### config.mk
export PLATFORM = sky130hd
export DESIGN_NAME = ring_log_commit_manager_top
export DESIGN_NICKNAME = d
export VERILOG_FILES = /design/src/design/rlcm_pkg.sv /design/src/design/rlcm_ctrl.sv /design/src/design/rlcm_dp.sv /design/src/design/ring_log_commit_manager_top.sv
export SDC_FILE = /design/constraint.sdc
export NUM_CORES = 1
export LEC_CHECK = 0
export BUFFER_PORTS_ARGS = -buffer_cell sky130_fd_sc_hd__buf_2
export CORE_ASPECT_RATIO = 1.25
export CORE_MARGIN = 2
export CORE_UTILIZATION = 50
export CTS_CLUSTER_DIAMETER = 40
export DETAILED_ROUTE_END_ITERATION = 6
export PLACE_DENSITY = 0.65
export SLEW_MARGIN = 20
export SYNTH_ARGS = -nofsm -noshare
export SYNTH_HDL_FRONTEND = slang
export SYNTH_SLANG_ARGS = --single-unit
### constraint.sdc
create_clock -name aclk -period 21.3 [get_ports aclk]
set_clock_uncertainty 0.15 [all_clocks]
set_input_delay 4.26 -clock aclk [delete_from_list [all_inputs] [get_ports aclk]]
set_output_delay 4.26 -clock aclk [all_outputs]
set_load 0.005 [all_outputs]
### src/design/rlcm_pkg.sv
// ----------------------------------------------------------------------------
// rlcm_pkg
// Shared constants, codes and controller/datapath interface types of the
// ring log commit manager.
// ----------------------------------------------------------------------------
package rlcm_pkg;

    localparam int SLOTS_MAX = 1024;
    localparam int PAGE_MAX  = 64;

    // Field widths fixed by the interface.
    localparam int SLOT_W  = 10;
    localparam int COUNT_W = 11;
    localparam int PAGE_W  = 10;
    localparam int PLEN_W  = 16;
    localparam int ROOM_W  = 7;
    localparam int RB_W    = 16;
    localparam int START_W = PAGE_W + ROOM_W;
    localparam int DCNT_W  = $clog2(SLOT_W);

    localparam logic [31:0] LOG_MAGIC   = 32'h4657_5244;
    localparam logic [15:0] LOG_VERSION = 16'd3;
    localparam logic [31:0] FNV_BASIS   = 32'd2166136261;
    localparam logic [31:0] FNV_PRIME   = 32'd16777619;

    localparam logic [31:0] SEQ_RESET   = 32'd2;

    // Configuration register indexes.
    localparam logic REG_SLOT_CAPACITY = 1'b0;
    localparam logic REG_RECORD_BYTES  = 1'b1;

    typedef enum logic [1:0] {
        REQ_APPEND = 2'd0,
        REQ_CLEAR  = 2'd1,
        REQ_PAGE   = 2'd2,
        REQ_NONE   = 2'd3
    } req_t;

    typedef enum logic [1:0] {
        KIND_APPEND = 2'd0,
        KIND_CLEAR  = 2'd1,
        KIND_ENTRY  = 2'd2,
        KIND_EMPTY  = 2'd3
    } kind_t;

    typedef enum logic [3:0] {
        ST_IDLE,
        ST_NORM,
        ST_DIV,
        ST_NORM_WB,
        ST_DISPATCH,
        ST_HASH,
        ST_COMMIT,
        ST_PAGE_CHK,
        ST_PAGE_OUT
    } state_t;

    // Commands from the controller to the datapath.
    typedef struct packed {
        logic latch_in;
        logic div_init;
        logic div_step;
        logic norm_wb;
        logic update;
        logic hash_step;
        logic page_init;
        logic page_chk;
        logic load_commit;
        logic load_entry;
        logic load_empty;
    } cmd_t;

    // Status from the datapath to the controller.
    typedef struct packed {
        req_t req;
        logic oldest_lt_cap;
        logic div_last;
        logic hash_last;
        logic page_empty;
        logic entry_last;
        logic out_free;
    } status_t;

endpackage

### src/design/rlcm_ctrl.sv
// ----------------------------------------------------------------------------
// rlcm_ctrl
// Sequencing state machine: normalizes the log pointers, then runs the commit
// (pointer update plus byte-serial header checksum), page emission or neither.
// ----------------------------------------------------------------------------
module rlcm_ctrl
    import rlcm_pkg::*;
(
    input  logic    aclk,
    input  logic    aresetn,
    input  logic    s_valid,
    output logic    s_ready,
    input  status_t st,
    output cmd_t    cmd
);

    state_t state_reg;
    state_t state_next;

    always_ff @(posedge aclk) begin
        if (!aresetn) begin
            state_reg <= ST_IDLE;
        end else begin
            state_reg <= state_next;
        end
    end

    always_comb begin
        state_next = state_reg;
        cmd        = '0;
        s_ready    = 1'b0;
        unique case (state_reg)
            ST_IDLE: begin
                s_ready = 1'b1;
                if (s_valid) begin
                    cmd.latch_in = 1'b1;
                    state_next   = ST_NORM;
                end
            end
            ST_NORM: begin
                // The remainder unit only runs when the oldest pointer is at
                // or beyond a reduced capacity.
                if (st.oldest_lt_cap) begin
                    cmd.norm_wb = 1'b1;
                    state_next  = ST_DISPATCH;
                end else begin
                    cmd.div_init = 1'b1;
                    state_next   = ST_DIV;
                end
            end
            ST_DIV: begin
                cmd.div_step = 1'b1;
                if (st.div_last) begin
                    state_next = ST_NORM_WB;
                end
            end
            ST_NORM_WB: begin
                cmd.norm_wb = 1'b1;
                state_next  = ST_DISPATCH;
            end
            ST_DISPATCH: begin
                unique case (st.req)
                    REQ_APPEND, REQ_CLEAR: begin
                        cmd.update = 1'b1;
                        state_next = ST_HASH;
                    end
                    REQ_PAGE: begin
                        cmd.page_init = 1'b1;
                        state_next    = ST_PAGE_CHK;
                    end
                    default: begin
                        state_next = ST_IDLE;
                    end
                endcase
            end
            ST_HASH: begin
                cmd.hash_step = 1'b1;
                if (st.hash_last) begin
                    state_next = ST_COMMIT;
                end
            end
            ST_COMMIT: begin
                if (st.out_free) begin
                    cmd.load_commit = 1'b1;
                    state_next      = ST_IDLE;
                end
            end
            ST_PAGE_CHK: begin
                cmd.page_chk = 1'b1;
                state_next   = ST_PAGE_OUT;
            end
            ST_PAGE_OUT: begin
                if (st.out_free) begin
                    if (st.page_empty) begin
                        cmd.load_empty = 1'b1;
                        state_next     = ST_IDLE;
                    end else begin
                        cmd.load_entry = 1'b1;
                        if (st.entry_last) begin
                            state_next = ST_IDLE;
                        end
                    end
                end
            end
            default: begin
                state_next = ST_IDLE;
            end
        endcase
    end

endmodule

### src/design/rlcm_dp.sv
// ----------------------------------------------------------------------------
// rlcm_dp
// Datapath: log pointers and commit sequence, a bit-serial remainder unit,
// the byte-serial FNV-1a header checksum, page address generation and the
// result register.
// ----------------------------------------------------------------------------
module rlcm_dp
    import rlcm_pkg::*;
(
    input  logic                  aclk,
    input  logic                  aresetn,
    input  cmd_t                  cmd,
    output status_t               st,
    input  logic [COUNT_W-1:0]    slot_capacity,
    input  logic [RB_W-1:0]       record_bytes,
    input  logic [1:0]            s_req_type,
    input  logic [PAGE_W-1:0]     s_page_number,
    input  logic [PLEN_W-1:0]     s_page_length,
    input  logic [ROOM_W-1:0]     s_room,
    output logic                  m_valid,
    input  logic                  m_ready,
    output logic [1:0]            m_kind,
    output logic [SLOT_W-1:0]     m_slot_index,
    output logic [31:0]           m_commit_seq,
    output logic                  m_header_slot,
    output logic [31:0]           m_header_checksum,
    output logic [COUNT_W-1:0]    m_record_count,
    output logic [SLOT_W-1:0]     m_oldest_slot,
    output logic                  m_last
);

    // Request registers.
    logic [1:0]         req_reg;
    logic [PAGE_W-1:0]  page_reg;
    logic [ROOM_W-1:0]  plen_reg;
    logic [ROOM_W-1:0]  room_reg;

    // Log state.
    logic [COUNT_W-1:0] held_reg,   held_next;
    logic [SLOT_W-1:0]  oldest_reg, oldest_next;
    logic [31:0]        seq_reg,    seq_next;
    logic [SLOT_W-1:0]  wslot_reg;

    // Remainder unit.
    logic [COUNT_W-1:0] rem_reg;
    logic [DCNT_W-1:0]  dcnt_reg;
    logic [COUNT_W:0]   trial;

    // Checksum.
    logic [31:0]        hash_reg;
    logic [4:0]         hb_reg;
    logic [255:0]       header;
    logic [7:0]         hdr_byte;
    logic [31:0]        hash_mix;
    logic [31:0]        hash_prod;
    logic [31:0]        checksum;

    // Page walk.
    logic [START_W-1:0] start_reg;
    logic               empty_reg;
    logic [ROOM_W-1:0]  cnt_reg;
    logic [SLOT_W-1:0]  pos_reg;
    logic [COUNT_W-1:0] avail;
    logic [ROOM_W-1:0]  lim_plen;
    logic [ROOM_W-1:0]  limit;
    logic               page_empty;
    logic [COUNT_W-1:0] idx_sum;
    logic [SLOT_W-1:0]  idx;

    // Effective capacity and pointer arithmetic.
    logic [COUNT_W-1:0] cap;
    logic [COUNT_W-1:0] tail_sum;
    logic [SLOT_W-1:0]  tail_slot;
    logic [COUNT_W-1:0] oldest_inc;
    logic [ROOM_W-1:0]  plen_clamped;

    logic               out_valid_reg;
    logic               out_load;

    always_comb begin
        if (slot_capacity == '0) begin
            cap = COUNT_W'(1);
        end else if (slot_capacity > COUNT_W'(SLOTS_MAX)) begin
            cap = COUNT_W'(SLOTS_MAX);
        end else begin
            cap = slot_capacity;
        end
    end

    always_comb begin
        if (s_page_length == '0) begin
            plen_clamped = ROOM_W'(1);
        end else if (s_page_length > PLEN_W'(PAGE_MAX)) begin
            plen_clamped = ROOM_W'(PAGE_MAX);
        end else begin
            plen_clamped = s_page_length[ROOM_W-1:0];
        end
    end

    always_ff @(posedge aclk) begin
        if (cmd.latch_in) begin
            req_reg  <= s_req_type;
            page_reg <= s_page_number;
            plen_reg <= plen_clamped;
            room_reg <= s_room;
        end
    end

    // Restoring remainder, one dividend bit per cycle, most significant first.
    assign trial = {rem_reg, oldest_reg[dcnt_reg]};

    always_ff @(posedge aclk) begin
        if (cmd.div_init) begin
            rem_reg  <= '0;
            dcnt_reg <= DCNT_W'(SLOT_W - 1);
        end else if (cmd.div_step) begin
            if (trial >= {1'b0, cap}) begin
                rem_reg <= COUNT_W'(trial - {1'b0, cap});
            end else begin
                rem_reg <= trial[COUNT_W-1:0];
            end
            dcnt_reg <= dcnt_reg - DCNT_W'(1);
        end
    end

    // Append: free tail while not full, else overwrite the oldest slot.
    assign tail_sum   = {1'b0, oldest_reg} + held_reg;
    assign tail_slot  = (tail_sum >= cap) ? SLOT_W'(tail_sum - cap) : tail_sum[SLOT_W-1:0];
    assign oldest_inc = {1'b0, oldest_reg} + COUNT_W'(1);

    always_comb begin
        held_next   = held_reg;
        oldest_next = oldest_reg;
        seq_next    = seq_reg;
        if (cmd.norm_wb) begin
            held_next   = (held_reg > cap) ? cap : held_reg;
            oldest_next = st.oldest_lt_cap ? oldest_reg : rem_reg[SLOT_W-1:0];
        end else if (cmd.update) begin
            seq_next = (seq_reg == '1) ? 32'd1 : seq_reg + 32'd1;
            if (req_t'(req_reg) == REQ_CLEAR) begin
                held_next   = '0;
                oldest_next = '0;
            end else if (held_reg < cap) begin
                held_next = held_reg + COUNT_W'(1);
            end else begin
                oldest_next = (oldest_inc == cap) ? '0 : oldest_inc[SLOT_W-1:0];
            end
        end
    end

    always_ff @(posedge aclk) begin
        if (!aresetn) begin
            held_reg   <= '0;
            oldest_reg <= '0;
            seq_reg    <= SEQ_RESET;
        end else begin
            held_reg   <= held_next;
            oldest_reg <= oldest_next;
            seq_reg    <= seq_next;
        end
    end

    always_ff @(posedge aclk) begin
        if (cmd.update) begin
            if (req_t'(req_reg) == REQ_CLEAR) begin
                wslot_reg <= '0;
            end else if (held_reg < cap) begin
                wslot_reg <= tail_slot;
            end else begin
                wslot_reg <= oldest_reg;
            end
        end
    end

    // Header image, little-endian, checksum and reserved words zeroed.
    assign header = {64'h0, seq_reg, 22'h0, oldest_reg, 21'h0, held_reg,
                     21'h0, cap, record_bytes, LOG_VERSION, LOG_MAGIC};
    assign hdr_byte  = header[{hb_reg, 3'b000} +: 8];
    assign hash_mix  = hash_reg ^ {24'h0, hdr_byte};
    assign hash_prod = hash_mix * FNV_PRIME;
    assign checksum  = (hash_reg == '0) ? 32'd1 : hash_reg;

    always_ff @(posedge aclk) begin
        if (cmd.update) begin
            hash_reg <= FNV_BASIS;
            hb_reg   <= '0;
        end else if (cmd.hash_step) begin
            hash_reg <= hash_prod;
            hb_reg   <= hb_reg + 5'd1;
        end
    end

    // Page walk: newest record first, one slot per result.
    assign page_empty = (room_reg == '0) || (held_reg == '0) ||
                        (start_reg >= START_W'(held_reg));
    assign avail      = held_reg - start_reg[COUNT_W-1:0];
    assign lim_plen   = (avail < COUNT_W'(plen_reg)) ? avail[ROOM_W-1:0] : plen_reg;
    assign limit      = (lim_plen < room_reg) ? lim_plen : room_reg;
    assign idx_sum    = {1'b0, oldest_reg} + {1'b0, pos_reg};
    assign idx        = (idx_sum >= cap) ? SLOT_W'(idx_sum - cap) : idx_sum[SLOT_W-1:0];

    always_ff @(posedge aclk) begin
        if (cmd.page_init) begin
            start_reg <= START_W'(page_reg) * START_W'(plen_reg);
        end
        if (cmd.page_chk) begin
            empty_reg <= page_empty;
            cnt_reg   <= limit;
            pos_reg   <= SLOT_W'(held_reg - COUNT_W'(1) - start_reg[COUNT_W-1:0]);
        end else if (cmd.load_entry) begin
            cnt_reg <= cnt_reg - ROOM_W'(1);
            pos_reg <= pos_reg - SLOT_W'(1);
        end
    end

    // Result register.
    assign out_load = cmd.load_commit || cmd.load_entry || cmd.load_empty;

    always_ff @(posedge aclk) begin
        if (!aresetn) begin
            out_valid_reg <= 1'b0;
        end else if (out_load) begin
            out_valid_reg <= 1'b1;
        end else if (m_ready) begin
            out_valid_reg <= 1'b0;
        end
    end

    always_ff @(posedge aclk) begin
        if (out_load) begin
            m_record_count <= held_reg;
            m_oldest_slot  <= oldest_reg;
        end
        if (cmd.load_commit) begin
            m_kind            <= (req_t'(req_reg) == REQ_CLEAR) ? KIND_CLEAR : KIND_APPEND;
            m_slot_index      <= wslot_reg;
            m_commit_seq      <= seq_reg;
            m_header_slot     <= ~seq_reg[0];
            m_header_checksum <= checksum;
            m_last            <= 1'b1;
        end else if (cmd.load_entry) begin
            m_kind            <= KIND_ENTRY;
            m_slot_index      <= idx;
            m_commit_seq      <= '0;
            m_header_slot     <= 1'b0;
            m_header_checksum <= '0;
            m_last            <= (cnt_reg == ROOM_W'(1));
        end else if (cmd.load_empty) begin
            m_kind            <= KIND_EMPTY;
            m_slot_index      <= '0;
            m_commit_seq      <= '0;
            m_header_slot     <= 1'b0;
            m_header_checksum <= '0;
            m_last            <= 1'b1;
        end
    end

    assign m_valid = out_valid_reg;

    assign st.req           = req_t'(req_reg);
    assign st.oldest_lt_cap = ({1'b0, oldest_reg} < cap);
    assign st.div_last      = (dcnt_reg == '0);
    assign st.hash_last     = (hb_reg == '1);
    assign st.page_empty    = empty_reg;
    assign st.entry_last    = (cnt_reg == ROOM_W'(1));
    assign st.out_free      = !out_valid_reg || m_ready;

    // A waiting result is never overwritten.
    a_no_overwrite: assert property (@(posedge aclk) disable iff (!aresetn)
        (out_valid_reg && !m_ready) |-> !out_load)
        else $error("result register overwritten while waiting");

    // Page entries are only produced for a non-empty page.
    a_entry_nonempty: assert property (@(posedge aclk) disable iff (!aresetn)
        cmd.load_entry |-> !empty_reg)
        else $error("page entry emitted for an empty page");

    // A committed header never carries a zero checksum.
    a_checksum_nonzero: assert property (@(posedge aclk) disable iff (!aresetn)
        cmd.load_commit |=> (m_header_checksum != '0))
        else $error("zero header checksum committed");

    // The commit sequence never becomes zero.
    a_seq_nonzero: assert property (@(posedge aclk) disable iff (!aresetn)
        cmd.update |=> (seq_reg != '0))
        else $error("commit sequence wrapped to zero");

endmodule

### src/design/ring_log_commit_manager_top.sv
// ----------------------------------------------------------------------------
// ring_log_commit_manager_top
// Pointer and header-commit logic of a fixed-slot circular record log with an
// overwrite-oldest policy, with an APB register port for its configuration.
// ----------------------------------------------------------------------------
//
//   Channel  | Direction | Handshake        | Contents
//   ---------+-----------+------------------+---------------------------------
//   s_*      | in        | s_valid/s_ready  | one request (append/clear/page)
//   m_*      | out       | m_valid/m_ready  | one result per commit or slot
//   APB      | in/out    | psel/penable     | slot_capacity (0x0), rec. (0x4)
//
// An append or clear registers its result once the byte-serial FNV-1a pass
// over the 32 header bytes (one multiply per byte) is done. A page read
// passes through the normalize, dispatch and page-check states, then gives
// one result per cycle while the output is not stalled, and an empty page
// gives a single result. When the oldest pointer is at or beyond a reduced
// capacity, a bit-serial remainder runs first. Reset is synchronous and
// active low, and no clearing pass is needed. A stalled result waits in the
// output register and the next request is taken once the last result of the
// current one is registered.
//
module ring_log_commit_manager_top
    import rlcm_pkg::*;
(
    input  logic                aclk,
    input  logic                aresetn,

    input  logic                psel,
    input  logic                penable,
    input  logic                pwrite,
    input  logic [2:0]          paddr,
    input  logic [31:0]         pwdata,
    output logic [31:0]         prdata,
    output logic                pready,

    input  logic                s_valid,
    output logic                s_ready,
    input  logic [1:0]          s_req_type,
    input  logic [PAGE_W-1:0]   s_page_number,
    input  logic [PLEN_W-1:0]   s_page_length,
    input  logic [ROOM_W-1:0]   s_room,

    output logic                m_valid,
    input  logic                m_ready,
    output logic [1:0]          m_kind,
    output logic [SLOT_W-1:0]   m_slot_index,
    output logic [31:0]         m_commit_seq,
    output logic                m_header_slot,
    output logic [31:0]         m_header_checksum,
    output logic [COUNT_W-1:0]  m_record_count,
    output logic [SLOT_W-1:0]   m_oldest_slot,
    output logic                m_last
);

    logic [COUNT_W-1:0] slot_capacity_reg;
    logic [RB_W-1:0]    record_bytes_reg;
    logic               cfg_write;

    cmd_t    cmd;
    status_t st;

    // The port never inserts wait states.
    assign pready    = 1'b1;
    assign cfg_write = psel && penable && pwrite && pready;

    // Registers sit at byte addresses 0x0 and 0x4; bit 2 picks the register.
    always_ff @(posedge aclk) begin
        if (!aresetn) begin
            slot_capacity_reg <= COUNT_W'(SLOTS_MAX);
            record_bytes_reg  <= RB_W'(16);
        end else if (cfg_write) begin
            unique case (paddr[2])
                REG_SLOT_CAPACITY: slot_capacity_reg <= pwdata[COUNT_W-1:0];
                REG_RECORD_BYTES:  record_bytes_reg  <= pwdata[RB_W-1:0];
                default:           ;
            endcase
        end
    end

    always_comb begin
        unique case (paddr[2])
            REG_SLOT_CAPACITY: prdata = {{(32 - COUNT_W){1'b0}}, slot_capacity_reg};
            REG_RECORD_BYTES:  prdata = {{(32 - RB_W){1'b0}}, record_bytes_reg};
            default:           prdata = '0;
        endcase
    end

    // The controller sequences each request; the datapath holds the log state.
    rlcm_ctrl u_ctrl (
        .aclk    (aclk),
        .aresetn (aresetn),
        .s_valid (s_valid),
        .s_ready (s_ready),
        .st      (st),
        .cmd     (cmd)
    );

    rlcm_dp u_dp (
        .aclk              (aclk),
        .aresetn           (aresetn),
        .cmd               (cmd),
        .st                (st),
        .slot_capacity     (slot_capacity_reg),
        .record_bytes      (record_bytes_reg),
        .s_req_type        (s_req_type),
        .s_page_number     (s_page_number),
        .s_page_length     (s_page_length),
        .s_room            (s_room),
        .m_valid           (m_valid),
        .m_ready           (m_ready),
        .m_kind            (m_kind),
        .m_slot_index      (m_slot_index),
        .m_commit_seq      (m_commit_seq),
        .m_header_slot     (m_header_slot),
        .m_header_checksum (m_header_checksum),
        .m_record_count    (m_record_count),
        .m_oldest_slot     (m_oldest_slot),
        .m_last            (m_last)
    );

endmodule
==> metrics.txt <==
outcome finished with violations; failing checks design-rule violations; H-tree lvl count 2; slew margin rel. 0.297; r2r endpoint u_dp.hash_reg[29]; Adder-Cell Fraction of Synth Area 0.256; worst skew pair latency 0.62 ns; total CTS buffers 50; Cells after Synth 2874; wire length per cell 18.6 um; HPWL after DPL 53900 um; mux cell area share after synthesis 0.0286; share of cells above drive strength 1 0.116; # setup viols final 0; Post-Route Setup TNS 0 ns; R2R depth 26; commonest cells in the netlist inv_1 (362), ha_1 (347), nand2_1 (273); CP endpoint kind output port; global route overflow 0; number of library cell types mapped by synthesis 94; Worst Max-Slew Pin Slew 1.05 ns; Ys Warns 0; Antenna Cells 0; Final Max Tran Viols 0; Core Rows 94; largest net degree at the start of global routing 78; cell taking the most area after synthesis edfxtp_1; Core Box Area 52300 um2; vias per cell 5.67; Max FO, Critical Path 21; Post-Synth Simple-Gate Area 0.161; final core occ 0.566; Post-synth top flop edfxtp_1; EDFF count, synth 169; Pre-antenna DRT Iters 7; Die Y 260 um; Non-Filler Instances 3737; postcts setup bufs 0; TritonCTS clock tree done; Post-Syn Area per Cell 9.15 um2; asr flop ratio synth 0; total clock sinks 307; RSZ-0062 raised after global routing no; Syn-to-layout area delta 12.7%; hold_sp u_dp.rem_reg[10]; CP required 16.89 ns; Routed Antenna Nets 0; top-count cell post-synth inv_1; Final Critical Period 9.53 ns; Worst Hold Class reg2reg; internal reg-to-reg setup slack 12.63 ns; I/O Pins 211; Worst-path clk slew 0.06 ns; clock root cell clkbuf_16; Synth top area share 0.193; 1st-iter DRT viols 1142; Critical Path Start Type primary input; Crit path arrival time 5.12 ns; worst reg2reg startpoint slot_capacity_reg[10]; Post-Syn Area 26300 um2; antenna violations before repair 0; gp weighted congestion 0.913; Final Hold Viols 0; IO buf count 175; MaxCap Viol Count 0; placed insts 3644; WHS Endpoint u_dp.rem_reg[10]; DRC 4; post-synthesis compound-gate area fraction 0.125; Worst Setup Path Type in2out; final wirelength 69600 um; vias 21200; FMAX 0.105 GHz; first-pass GRT wire length 111000 um; top post-synthesis cells by area edfxtp_1 (19%), ha_1 (17%), dfxtp_1 (11%); XOR/XNOR share of the synthesized area 0.0574; CTS Buffer Depth 3; FF+latch count, synth 307; full die area 54500 um2; initial core utilization 0.503; CTS hold repair buffers 0; GRT Resource Usage Total 0.255; fin crit share 0.447; hold path depth 2; Min Hold Slack 0.319 ns; post-CTS sizing 0; Seq/Total Area, Yosys 0.298; Nets 3568; largest family of logic cells by synthesized area adder cells; Die X-Extent 209 um; vias in the first global route 21600
[cells by family (layout without fill, tap and decap cells)]
| family | Yosys count | in the layout |
|---|---|---|
| other | 2 | 17 |
| AO/OA/AOI/OAI | 515 | 515 |
| XOR/XNOR | 170 | 170 |
| flip-flops | 307 | 307 |
| adder cells (fa/ha/maj) | 467 | 467 |
| buffers and inverters | 486 | 662 |
| multiplexers | 58 | 58 |
| AND/OR/NAND/NOR | 869 | 869 |
[worst max-delay path, cell delays in order]
cell    delay [ns]
buf_2         0.32
mux2_2        0.41
buf_2         0.13
[routing by layer]
metal  up-vias  part of all wire  track usage
met2       711              0.51        0.470
met4         0             0.054        0.136
met5         -                 0            0
li1      10200                 -            -
met1     10000              0.38        0.282
met3       235             0.056       0.0436
[final cells by class]
class / instances / area (um2)
timing repair buffer: 203 / 1090
fill: 4557 / 22700
tap: 672 / 841
sequential: 307 / 7840
clock inverter: 32 / 432
inverter: 366 / 1370
multi-input combinational: 2096 / 16700
clock buffer: 61 / 1420
[placed cells by master (no fill, tap or decap), types with 33 or more instances in the layout]
cell / count
a211oi_1: 50
a21o_1: 33
a21oi_1: 181
and2_1: 90
buf_2: 175
clkbuf_16: 55
dfxtp_1: 137
edfxtp_1: 169
fa_1: 120
ha_1: 347
inv_1: 362
nand2_1: 273
nand3_1: 69
nor2_1: 178
nor3_1: 77
o21ai_0: 80
xnor2_1: 97
xor2_1: 71
[metrics by stage]
stage	area, um2	setup slack, ns
3_3_place_gp	27800	11.78
4_1_cts	29600	11.78
6_report	29600	11.77
5_1_grt	29600	11.73
2_1_floorplan	26400	11.95
3_5_place_dp	27800	11.78
[worst max path at each step]
stage,startpoint,to,slack (ns)
finish,paddr[2],prdata[9],11.77
global placement,paddr[2],prdata[8],11.78
global route,paddr[2],prdata[4],11.73
detailed placement,paddr[2],prdata[9],11.78
floorplan,paddr[2],prdata[1],11.95
CTS,paddr[2],prdata[9],11.78
Power is not shown: default switching activity piles up to over one toggle a cycle in this logic, so the estimate is an artifact.
